<file path="src/design/pperim_pkg.sv">
// shared constants and types for the polygon perimeter filter
package pperim_pkg;

    localparam int COORD_W    = 16;
    localparam int SUM_W      = 27;
    localparam int DIFF_W     = COORD_W + 1;
    localparam int ROOT_W     = DIFF_W;
    localparam int RAD_W      = 2 * DIFF_W;
    localparam int REM_W      = ROOT_W + 2;
    localparam int ITER_CNT_W = $clog2(ROOT_W);
    localparam int IN_DATA_W  = ((2 * COORD_W + 7) / 8) * 8;
    localparam int OUT_DATA_W = ((SUM_W + 7) / 8) * 8;
    localparam int OUT_USER_W = 2;
    localparam int CFG_ADDR_W = 1;
    localparam int CFG_DATA_W = SUM_W;

    localparam logic [SUM_W-1:0] SUM_MAX = {SUM_W{1'b1}};

    // register indexes on the configuration port
    localparam logic [CFG_ADDR_W-1:0] REG_THRESHOLD = 1'b0;
    localparam logic [CFG_ADDR_W-1:0] REG_FILTER_EN = 1'b1;

    // tuser bit positions on the result channel
    localparam int USER_SELECTED  = 0;
    localparam int USER_SATURATED = 1;

    typedef struct packed {
        logic busy;
        logic done;
    } sqrt_status_t;

endpackage

</file>
<file path="src/design/pperim_sqrt.sv">
// iterative restoring square root, one root bit per cycle
module pperim_sqrt (
    input  logic                           aclk,
    input  logic                           aresetn,
    input  logic                           start,
    input  logic [pperim_pkg::RAD_W-1:0]   radicand,
    output logic [pperim_pkg::ROOT_W-1:0]  root,
    output pperim_pkg::sqrt_status_t       status
);

    logic [pperim_pkg::RAD_W-1:0]      rad_reg;
    logic [pperim_pkg::REM_W-1:0]      rem_reg;
    logic [pperim_pkg::ROOT_W-1:0]     root_reg;
    logic [pperim_pkg::ITER_CNT_W-1:0] cnt_reg;
    logic                              busy_reg;
    logic                              done_reg;

    logic [pperim_pkg::REM_W+1:0] shifted;
    logic [pperim_pkg::REM_W+1:0] trial;
    logic                         fits;

    // bring down the next two radicand bits and try root*4+1
    assign shifted = {rem_reg, rad_reg[pperim_pkg::RAD_W-1 -: 2]};
    assign trial   = {{(pperim_pkg::REM_W-pperim_pkg::ROOT_W){1'b0}}, root_reg, 2'b01};
    assign fits    = (shifted >= trial);

    always_ff @(posedge aclk) begin
        if (!aresetn) begin
            busy_reg <= 1'b0;
            done_reg <= 1'b0;
        end else begin
            done_reg <= 1'b0;
            if (start) begin
                busy_reg <= 1'b1;
                rad_reg  <= radicand;
                rem_reg  <= '0;
                root_reg <= '0;
                cnt_reg  <= pperim_pkg::ITER_CNT_W'(pperim_pkg::ROOT_W - 1);
            end else if (busy_reg) begin
                rad_reg <= {rad_reg[pperim_pkg::RAD_W-3:0], 2'b00};
                if (fits) begin
                    rem_reg  <= pperim_pkg::REM_W'(shifted - trial);
                    root_reg <= {root_reg[pperim_pkg::ROOT_W-2:0], 1'b1};
                end else begin
                    rem_reg  <= pperim_pkg::REM_W'(shifted);
                    root_reg <= {root_reg[pperim_pkg::ROOT_W-2:0], 1'b0};
                end
                cnt_reg <= cnt_reg - 1'b1;
                if (cnt_reg == '0) begin
                    busy_reg <= 1'b0;
                    done_reg <= 1'b1;
                end
            end
        end
    end

    assign root        = root_reg;
    assign status.busy = busy_reg;
    assign status.done = done_reg;

    a_no_restart: assert property (@(posedge aclk) disable iff (!aresetn)
        start |-> !busy_reg)
        else $error("square root restarted while busy");

endmodule

</file>
<file path="src/design/polygon_perimeter_filter_top.sv">
// top level of the polygon perimeter filter
// Vertices arrive one word at a time as signed x/y coordinates with four
// fractional bits; tlast marks the final vertex of a polygon. Every edge,
// including the closing edge back to the first vertex, adds the floor square
// root of dx*dx + dy*dy to a running sum that sticks at its maximum. On the
// final vertex one result word leaves with the perimeter, a selected flag
// (filter off, or perimeter strictly above the threshold) and a saturated
// flag. The first vertex of a longer polygon only opens it and leaves the
// block ready. Each further vertex runs one edge through the shared square
// root unit: accepting the vertex, the coordinate differences, the squares
// on the single multiplier, starting the root, the root iterations (one
// result bit each), seeing the root unit finish and accumulating, and only
// then is the next vertex taken; a final vertex runs its own edge and the
// closing edge, then loads the result word, later while an earlier result
// word still waits on the output. A polygon of one vertex gives perimeter 0.
// The block is not ready while an edge is in flight, but it takes the next
// vertex while a result word still waits on the output. Configuration
// writes take effect at once, so they belong where the block is idle.
module polygon_perimeter_filter_top (
    input  logic                                aclk,
    input  logic                                aresetn,

    // configuration writes
    input  logic                                cfg_wr_en,
    input  logic [pperim_pkg::CFG_ADDR_W-1:0]   cfg_addr,
    input  logic [pperim_pkg::CFG_DATA_W-1:0]   cfg_wdata,

    // vertex input
    input  logic                                s_tvalid,
    output logic                                s_tready,
    input  logic [pperim_pkg::IN_DATA_W-1:0]    s_tdata,   // vertex_x, vertex_y
    input  logic                                s_tlast,   // last_vertex

    // result output
    output logic                                m_tvalid,
    input  logic                                m_tready,
    output logic [pperim_pkg::OUT_DATA_W-1:0]   m_tdata,   // perimeter, zero pad
    output logic [pperim_pkg::OUT_USER_W-1:0]   m_tuser    // selected, saturated
);

    // sequencer codes
    localparam logic [2:0] ST_IDLE = 3'd0;  // waiting for a vertex
    localparam logic [2:0] ST_DIFF = 3'd1;  // absolute coordinate differences
    localparam logic [2:0] ST_SQX  = 3'd2;  // dx squared
    localparam logic [2:0] ST_SQY  = 3'd3;  // dy squared
    localparam logic [2:0] ST_GO   = 3'd4;  // sum of squares into the root unit
    localparam logic [2:0] ST_SQRT = 3'd5;  // root iterations
    localparam logic [2:0] ST_ACC  = 3'd6;  // add edge length to the sum
    localparam logic [2:0] ST_OUT  = 3'd7;  // hand the result word over

    logic [2:0] state_reg;
    logic [2:0] state_next;

    // configuration registers
    logic [pperim_pkg::SUM_W-1:0] threshold_reg;
    logic                         filter_en_reg;

    // polygon state
    logic [pperim_pkg::COORD_W-1:0] first_x_reg, first_y_reg;
    logic [pperim_pkg::COORD_W-1:0] prev_x_reg, prev_y_reg;
    logic [pperim_pkg::SUM_W-1:0]   sum_reg;
    logic                           open_reg;
    logic                           last_reg;     // current vertex closes the polygon
    logic                           closing_reg;  // edge in flight is the closing edge

    // edge operands and datapath
    logic [pperim_pkg::COORD_W-1:0] ax_reg, ay_reg, bx_reg, by_reg;
    logic [pperim_pkg::DIFF_W-1:0]  dx_reg, dy_reg;
    logic [pperim_pkg::RAD_W-1:0]   sqx_reg, prod_reg;

    // result word
    logic                         m_valid_reg;
    logic [pperim_pkg::SUM_W-1:0] perim_reg;
    logic                         selected_reg;
    logic                         saturated_reg;

    logic                           s_accept;
    logic                           out_free;
    logic [pperim_pkg::COORD_W-1:0] in_x, in_y;
    logic [pperim_pkg::DIFF_W-1:0]  diff_x, diff_y;
    logic [pperim_pkg::DIFF_W-1:0]  mul_op;
    logic [pperim_pkg::RAD_W-1:0]   mul_out;
    logic [pperim_pkg::RAD_W-1:0]   radicand;
    logic [pperim_pkg::ROOT_W-1:0]  root;
    logic [pperim_pkg::SUM_W:0]     sum_wide;
    logic [pperim_pkg::SUM_W-1:0]   sum_sat;
    pperim_pkg::sqrt_status_t       sq_stat;

    assign in_x     = s_tdata[pperim_pkg::COORD_W-1:0];
    assign in_y     = s_tdata[2*pperim_pkg::COORD_W-1:pperim_pkg::COORD_W];
    assign s_tready = (state_reg == ST_IDLE);
    assign s_accept = s_tvalid && s_tready;
    assign out_free = !m_valid_reg || m_tready;

    // absolute differences on sign-extended coordinates
    function automatic logic [pperim_pkg::DIFF_W-1:0] abs_diff(
        input logic [pperim_pkg::COORD_W-1:0] a,
        input logic [pperim_pkg::COORD_W-1:0] b
    );
        logic [pperim_pkg::DIFF_W-1:0] d;
        d = {a[pperim_pkg::COORD_W-1], a} - {b[pperim_pkg::COORD_W-1], b};
        return d[pperim_pkg::DIFF_W-1] ? (pperim_pkg::DIFF_W'(0) - d) : d;
    endfunction

    assign diff_x = abs_diff(ax_reg, bx_reg);
    assign diff_y = abs_diff(ay_reg, by_reg);

    // the one multiplier, squaring dx then dy
    assign mul_op  = (state_reg == ST_SQX) ? dx_reg : dy_reg;
    assign mul_out = pperim_pkg::RAD_W'(mul_op * mul_op);

    assign radicand = sqx_reg + prod_reg;

    // saturating accumulate
    assign sum_wide = {1'b0, sum_reg} + {{(pperim_pkg::SUM_W+1-pperim_pkg::ROOT_W){1'b0}}, root};
    assign sum_sat  = sum_wide[pperim_pkg::SUM_W] ? pperim_pkg::SUM_MAX
                                                  : sum_wide[pperim_pkg::SUM_W-1:0];

    pperim_sqrt u_sqrt (
        .aclk     (aclk),
        .aresetn  (aresetn),
        .start    (state_reg == ST_GO),
        .radicand (radicand),
        .root     (root),
        .status   (sq_stat)
    );

    always_comb begin
        state_next = state_reg;
        case (state_reg)
            ST_IDLE: begin
                if (s_accept) begin
                    if (open_reg) begin
                        state_next = ST_DIFF;
                    end else if (s_tlast) begin
                        state_next = ST_OUT;  // single vertex, zero length
                    end
                end
            end
            ST_DIFF: state_next = ST_SQX;
            ST_SQX:  state_next = ST_SQY;
            ST_SQY:  state_next = ST_GO;
            ST_GO:   state_next = ST_SQRT;
            ST_SQRT: begin
                if (sq_stat.done) begin
                    state_next = ST_ACC;
                end
            end
            ST_ACC: begin
                if (closing_reg) begin
                    state_next = ST_OUT;
                end else if (last_reg) begin
                    state_next = ST_DIFF;
                end else begin
                    state_next = ST_IDLE;
                end
            end
            ST_OUT: begin
                if (out_free) begin
                    state_next = ST_IDLE;
                end
            end
            default: state_next = ST_IDLE;
        endcase
    end

    always_ff @(posedge aclk) begin
        if (!aresetn) begin
            state_reg     <= ST_IDLE;
            threshold_reg <= '0;
            filter_en_reg <= 1'b1;
            first_x_reg   <= '0;
            first_y_reg   <= '0;
            prev_x_reg    <= '0;
            prev_y_reg    <= '0;
            sum_reg       <= '0;
            open_reg      <= 1'b0;
            last_reg      <= 1'b0;
            closing_reg   <= 1'b0;
            m_valid_reg   <= 1'b0;
        end else begin
            state_reg <= state_next;

            if (cfg_wr_en) begin
                case (cfg_addr)
                    pperim_pkg::REG_THRESHOLD: threshold_reg <= cfg_wdata;
                    pperim_pkg::REG_FILTER_EN: filter_en_reg <= cfg_wdata[0];
                    default: ;
                endcase
            end

            case (state_reg)
                ST_IDLE: begin
                    if (s_accept) begin
                        last_reg    <= s_tlast;
                        closing_reg <= 1'b0;
                        prev_x_reg  <= in_x;
                        prev_y_reg  <= in_y;
                        // edge from the previous vertex to this one
                        ax_reg      <= prev_x_reg;
                        ay_reg      <= prev_y_reg;
                        bx_reg      <= in_x;
                        by_reg      <= in_y;
                        if (!open_reg) begin
                            first_x_reg <= in_x;
                            first_y_reg <= in_y;
                            sum_reg     <= '0;
                            open_reg    <= 1'b1;
                        end
                    end
                end
                ST_DIFF: begin
                    dx_reg <= diff_x;
                    dy_reg <= diff_y;
                end
                ST_SQX: prod_reg <= mul_out;
                ST_SQY: begin
                    sqx_reg  <= prod_reg;
                    prod_reg <= mul_out;
                end
                ST_ACC: begin
                    sum_reg <= sum_sat;
                    if (!closing_reg && last_reg) begin
                        // closing edge back to the first vertex
                        closing_reg <= 1'b1;
                        ax_reg      <= prev_x_reg;
                        ay_reg      <= prev_y_reg;
                        bx_reg      <= first_x_reg;
                        by_reg      <= first_y_reg;
                    end
                end
                default: ;
            endcase

            // result word register, reloaded only once the old word is taken
            if (state_reg == ST_OUT && out_free) begin
                m_valid_reg   <= 1'b1;
                perim_reg     <= sum_reg;
                selected_reg  <= !filter_en_reg || (sum_reg > threshold_reg);
                saturated_reg <= (sum_reg == pperim_pkg::SUM_MAX);
                first_x_reg   <= '0;
                first_y_reg   <= '0;
                prev_x_reg    <= '0;
                prev_y_reg    <= '0;
                sum_reg       <= '0;
                open_reg      <= 1'b0;
            end else if (m_tready) begin
                m_valid_reg <= 1'b0;
            end
        end
    end

    assign m_tvalid = m_valid_reg;
    assign m_tdata  = {{(pperim_pkg::OUT_DATA_W-pperim_pkg::SUM_W){1'b0}}, perim_reg};
    assign m_tuser[pperim_pkg::USER_SELECTED]  = selected_reg;
    assign m_tuser[pperim_pkg::USER_SATURATED] = saturated_reg;

    a_root_done_in_sqrt: assert property (@(posedge aclk) disable iff (!aresetn)
        sq_stat.done |-> (state_reg == ST_SQRT))
        else $error("root finished outside the root state");

    a_root_busy_after_go: assert property (@(posedge aclk) disable iff (!aresetn)
        (state_reg == ST_GO) |=> sq_stat.busy)
        else $error("root unit idle after start");

    a_closed_sum_clear: assert property (@(posedge aclk) disable iff (!aresetn)
        !open_reg |-> (sum_reg == '0))
        else $error("sum left over with no polygon open");

    a_word_from_out: assert property (@(posedge aclk) disable iff (!aresetn)
        $rose(m_valid_reg) |-> ($past(state_reg) == ST_OUT))
        else $error("result word loaded outside the output state");

    a_sat_flag: assert property (@(posedge aclk) disable iff (!aresetn)
        m_valid_reg |-> (saturated_reg == (perim_reg == pperim_pkg::SUM_MAX)))
        else $error("saturated flag disagrees with perimeter");

endmodule

</file>
<file path="config.mk">
export PLATFORM = sky130hd
export DESIGN_NAME = polygon_perimeter_filter_top
export DESIGN_NICKNAME = d
export VERILOG_FILES = /design/src/design/pperim_pkg.sv /design/src/design/pperim_sqrt.sv /design/src/design/polygon_perimeter_filter_top.sv
export SDC_FILE = /design/constraint.sdc
export NUM_CORES = 1
export LEC_CHECK = 0
export ABC_CLOCK_PERIOD_IN_PS = 10800
export CORE_AREA = 2 2 231 233
export DETAILED_ROUTE_END_ITERATION = 7
export DIE_AREA = 0 0 233 235
export DONT_BUFFER_PORTS = 1
export PLACE_DENSITY = 0.68
export SETUP_SLACK_MARGIN = 0.5
export SYNTH_ARGS = -nofsm -noshare
export SYNTH_HDL_FRONTEND = slang
export SYNTH_SLANG_ARGS = --single-unit
</file>
<file path="constraint.sdc">
create_clock -name aclk -period 10.8 [get_ports aclk]
set_clock_uncertainty 0.05 [all_clocks]
set_input_delay 0.54 -clock aclk [delete_from_list [all_inputs] [get_ports aclk]]
set_output_delay 0.54 -clock aclk [all_outputs]
set_load 0.02 [all_outputs]
</file>
[Word level (Yosys, flattened, before mapping)]
Cells that the tools add are included.
Widths: inputs -> output; s select.
Word-level totals
  register bits: 398
  output and inout port bits: 36
Cells by class
  $add $sub $neg: 8
  multipliers: 1
  magnitude comparators: 2
  equality and inequality tests: 14
  multiplexer cells: 43
  bitwise gates (word level): 4
  reduce and logical (&&, ||, !) cells: 29
Operators by type and width (number)
  $mux 16: 10
  $pmux 16 s2: 4
  $mux 27: 3
  $mux 34: 2
  $pmux 27 s2: 1
  $mux 19: 2
  $add 34x34->34: 1
  $mul 17x17->34: 1
  $mux 17: 2
  $sub 1x17->17 const A: 2
  $sub 16x16->17: 2
  $add 27x17->28: 1
  $eq 27x27->1 const B: 1
  $gt 27x27->1: 1
  $pmux 3 s8: 1
  $ge 21x19->1: 1
  $sub 19x19->19: 1
  $mux 3: 6
  $reduce_and 2->1: 8
  $eq 3x3->1 const B: 4
  $mux 1: 10
  $reduce_and 3->1: 3
  $reduce_and 4->1: 2
  $eq 3x2->1 const B: 2
  other kinds (16): 30

[Depth between registers and ports, before layout]
  depth in word-level cells: 4
  gate-level depth with buffers: 29
  depth with buffers taken out: 27

[Cells and area by module]
Synthesis repeated with hierarchy kept, for this count alone.
Second synthesis, totals
  cell total of the unflattened synthesis: 3000
  area total of the unflattened synthesis: 28821.4 um^2
By module, submodules not included
  polygon_perimeter_filter_top: times used 1, cells an instance 2622, area each 24516.0 um^2, seq. area each 8318.0 um^2
  pperim_sqrt: times used 1, cells an instance 378, area each 4305.4 um^2, seq. area each 2292.2 um^2

[Least setup slack after synthesis]
Ideal clock, no wire load.
  path type: register to register
  start point: register state_reg[1]
  end point: register prod_reg[33] in the netlist's numbering, data pin
  arrival time: 7071 ps
  data required time: 10490 ps
  setup slack: 3420 ps
  cell stages (with the launch flop): 25
  path buffers: 2
  period minus slack after synthesis: 7380 ps
  cell sequence: dfxtp_1 > clkbuf_1 > and2_1 > buf_2 > mux2i_1 > clkinv_1 > nand2_1 > inv_1 > fa_1 > fa_1 > fa_1 > fa_1 > fa_1 > inv_1 > fa_1 > inv_1 > ha_1 > and3_1 > and2_1 > and3_1 > a221o_1 > o41ai_2 > o21ai_1 > a21oi_1 > xnor2_1
On the way
  word-level cells in the longest chain between the ends: 3
Ends and longest elaborated chain
  start, declared: RTL line polygon_perimeter_filter_top.sv:51  | logic [2:0] state_reg;
  start signal, assigned: RTL line polygon_perimeter_filter_top.sv:182  | state_reg <= state_next;
  $eq 3x2->1: RTL line polygon_perimeter_filter_top.sv:109  | assign mul_op = (state_reg == ST_SQX) ? dx_reg : dy_reg;
  $mux 17: RTL line polygon_perimeter_filter_top.sv:109
  $mul 17x17->34: RTL line polygon_perimeter_filter_top.sv:110  | assign mul_out = pperim_pkg::RAD_W'(mul_op * mul_op);
  net mul_out (one bit): RTL line polygon_perimeter_filter_top.sv:82  | logic [pperim_pkg::RAD_W-1:0] mul_out;
  end signal, assigned: RTL line polygon_perimeter_filter_top.sv:216  | ST_SQX: prod_reg <= mul_out;
  end signal, assigned: RTL line polygon_perimeter_filter_top.sv:219  | prod_reg <= mul_out;
  end, declared: RTL line polygon_perimeter_filter_top.sv:69  | logic [pperim_pkg::RAD_W-1:0] sqx_reg, prod_reg;
The timed path passes the listed nets, and every way through them passes these cells.
A chain may end at the register's enable or synchronous reset.

[Worst setup path in the final report]
Ends and elaborated chain as after synthesis.

==> results_dict.tcl <==
set metrics [dict create \
    run_status "finished clean" \
    worstSetupEndpoint "prod_reg[33]" \
    clk_pin_slew_worst_paths_ns 0.06 \
    clock_sinks 396 \
    hold_viol_final 0 \
    slew_headroom_pct 22.3 \
    start_util_pct 54.6 \
    viasPerCell 5.49 \
    ys_seq_area_share_pct 37.2 \
    first_global_vias 20352 \
    cp.arrival_ns 9.19 \
    rsz0062_at_grt "false" \
    fmax_mhz 112 \
    crit_type "reg2reg" \
    via_count 20252 \
    worst_slack_ns 1.88 \
    final_common_cell "nand2_1" \
    antenna_found_initial 0 \
    rrSetupSlack_ns 1.88 \
    nets 3462 \
    dr.pass1.iters 6 \
    gp_congestion 0.915 \
    cts_made_buffers 43 \
    setup_violations 0 \
    ys_types 93 \
    avgSynthCellArea_um2 9.56 \
    grt_pass1_wl_um 102000 \
    startpoint "state_reg[1]" \
    antenna_cells 0 \
    final_core_util_pct 58.8 \
    largest_register_ffs 34 \
    core_region_area_um2 52200 \
    post_cts_buffers 0 \
    ant_nets 0 \
    end_kind "flop" \
    place_hpwl_um 46800 \
    pre_cts_slack_ns 1.96 \
    worst_slew_pin_slew_ns 1.15 \
    drive_above_1_share_pct 4.97 \
    synthFlopType "edfxtp_1" \
    chipHeight_um 235 \
    syn_area_um2 28500 \
    synthArstFlopShare_pct 0 \
    cp-start-kind "flop" \
    port_buffers 0 \
    register_area_um2 10600 \
    cts_tree "done" \
    r2r_end "prod_reg[33]" \
    min_period_ns 8.92 \
    syn_inst 2984 \
    synth_seq_cells 396 \
    drtIter0Drc 1212 \
    clk_path_buf_depth 3 \
    cts_max_level 2 \
    final_cell_mix "512 x nand2_1, 394 x inv_1, 268 x edfxtp_1" \
    io_pins 102 \
    wire_per_inst_um 16.8 \
    drc 0 \
    worstRegToRegCells 24 \
    setup-tns-final_ns 0 \
    die_area_um2 54800 \
    die_x_um 233 \
    timing.rr.start "state_reg[1]" \
    multi_input_area_um2 16100 \
    clock_latency_ns 0.57 \
    crit_fanout 20 \
    drt_wl_total_um 62100 \
    synth_edf_count 268 \
    grt_usage_pct 22.9 \
    drv_slew 0 \
    fp-row-count 84 \
    syn_to_final_growth_pct 7.74 \
    cts.root.buffer_cell "clkbuf_16" \
    grt.overflow.total 0 \
    yosysWarnings 0 \
    cap_violations 0 \
    hp-class "in2reg" \
    fillerInstances 4437 \
    period_share_pct 82.6 \
    worstPathRequired_ns 11.06 \
    grt_max_degree 86 \
]
[synthesized netlist by cell type (all sizes together) (4+ instances only)]
cell type,count,area (um2)
edfxtp,268,8050
nor2,208,781
fa,196,3920
xor2,47,427
o31ai,19,161
nand2b,15,93.8
dfxtp,128,2560
buf,17,101
a21boi,33,251
nand4,21,138
a21oi,172,876
and3,20,128
clkinv,7,26.3
xnor2,97,868
nor4,11,68.8
a21o,47,353
a41oi,6,52.6
clkbuf,77,289
a31oi,24,150
mux2i,19,194
a31o,6,52.6
a311oi,7,61.3
o31a,4,35.0
and2,13,81.3
and4,4,35.0
nor2b,29,181
ha,233,2920
o211ai,8,65.1
or3,9,61.3
o21ai,130,654
a211o,4,35.0
o21bai,11,82.6
a211oi,12,108
nand2,513,1930
nor3,41,210
mux2,11,124
inv,395,1480
nand3,37,185
o21a,25,188
or2,7,43.8
nor3b,5,37.5
[how the worst min path moves through the flow]
stage              startpoint           to  cells after the start
6_report              aresetn  closing_reg                      2
5_1_grt               aresetn  closing_reg                      2
4_1_cts               aresetn     m_tvalid                      1
3_5_place_dp    prev_x_reg[8]    ax_reg[8]                      0
3_3_place_gp   prev_y_reg[11]   ay_reg[11]                      0
2_1_floorplan   prev_x_reg[0]    ax_reg[0]                      0
[metal layers]
layer	vias up	GRT usage (%)	routed length [um]
met5	-	0	0
met4	0	6.83	1470
met3	105	2.73	2620
met2	429	39.2	30500
met1	9749	30.5	27500
li1	9969	-	-
[critical path: stages (launching register included)]
cell and delay, ns:
dfxtp_1 0.65, and2_1 0.22, buf_4 0.29, mux2i_1 0.87, clkinv_1 0.67, nand2_1 0.30, inv_1 0.08, fa_1 0.48
fa_1 0.47, fa_1 0.50, fa_1 0.52, fa_1 0.54, inv_1 0.06, fa_1 0.53, inv_1 0.04, ha_1 0.35
a21o_1 0.20, a21oi_1 0.16, nor2b_1 0.08, o41ai_1 0.49, o22ai_1 0.23, o41ai_2 0.43, o21ai_1 0.14, a21oi_1 0.20
xnor2_1 0.09
[kinds of logic (layout without fill, tap and decap cells)]
family | Yosys count | after routing | share of synthesized area, %
AOI/OAI and AO/OA | 543 | 543 | 12.2
xor gates and xnor gates | 144 | 144 | 4.54
and+or+nand+nor | 945 | 945 | 14.3
other | 1 | 5 | 0.0131
adders and majority gates | 429 | 429 | 24.0
muxes | 30 | 30 | 1.11
DFF | 396 | 396 | 37.2
buffers and inverters | 496 | 509 | 6.66
[per-stage QoR]
step | instances | hold slack, ns | cell area (um2)
6_report | 3689 | 0.0539 | 30700
5_1_grt | 3689 | 0.0261 | 30700
4_1_cts | 3689 | 0.0149 | 30700
3_5_place_dp | 3609 | 0.362 | 29200
3_3_place_gp | 3609 | 0.363 | 29200
2_1_floorplan | 2988 | 0.358 | 28500
[final cells by class]
cell class / instances / share of cell area [%]
inverter: 402 / 4.91
multi-input combinational: 2096 / 52.3
tap: 688 / 2.80
sequential: 396 / 34.5
clock buffer: 55 / 3.78
timing repair buffer: 28 / 0.692
clock inverter: 24 / 1.01
[repair_timing]
action,CTS,global route
hold endpoints to repair,1,0
hold buffers,1,0
gates resized for setup,0,0
Power is not shown: default switching activity piles up to over one toggle a cycle in this logic, so the estimate is an artifact.
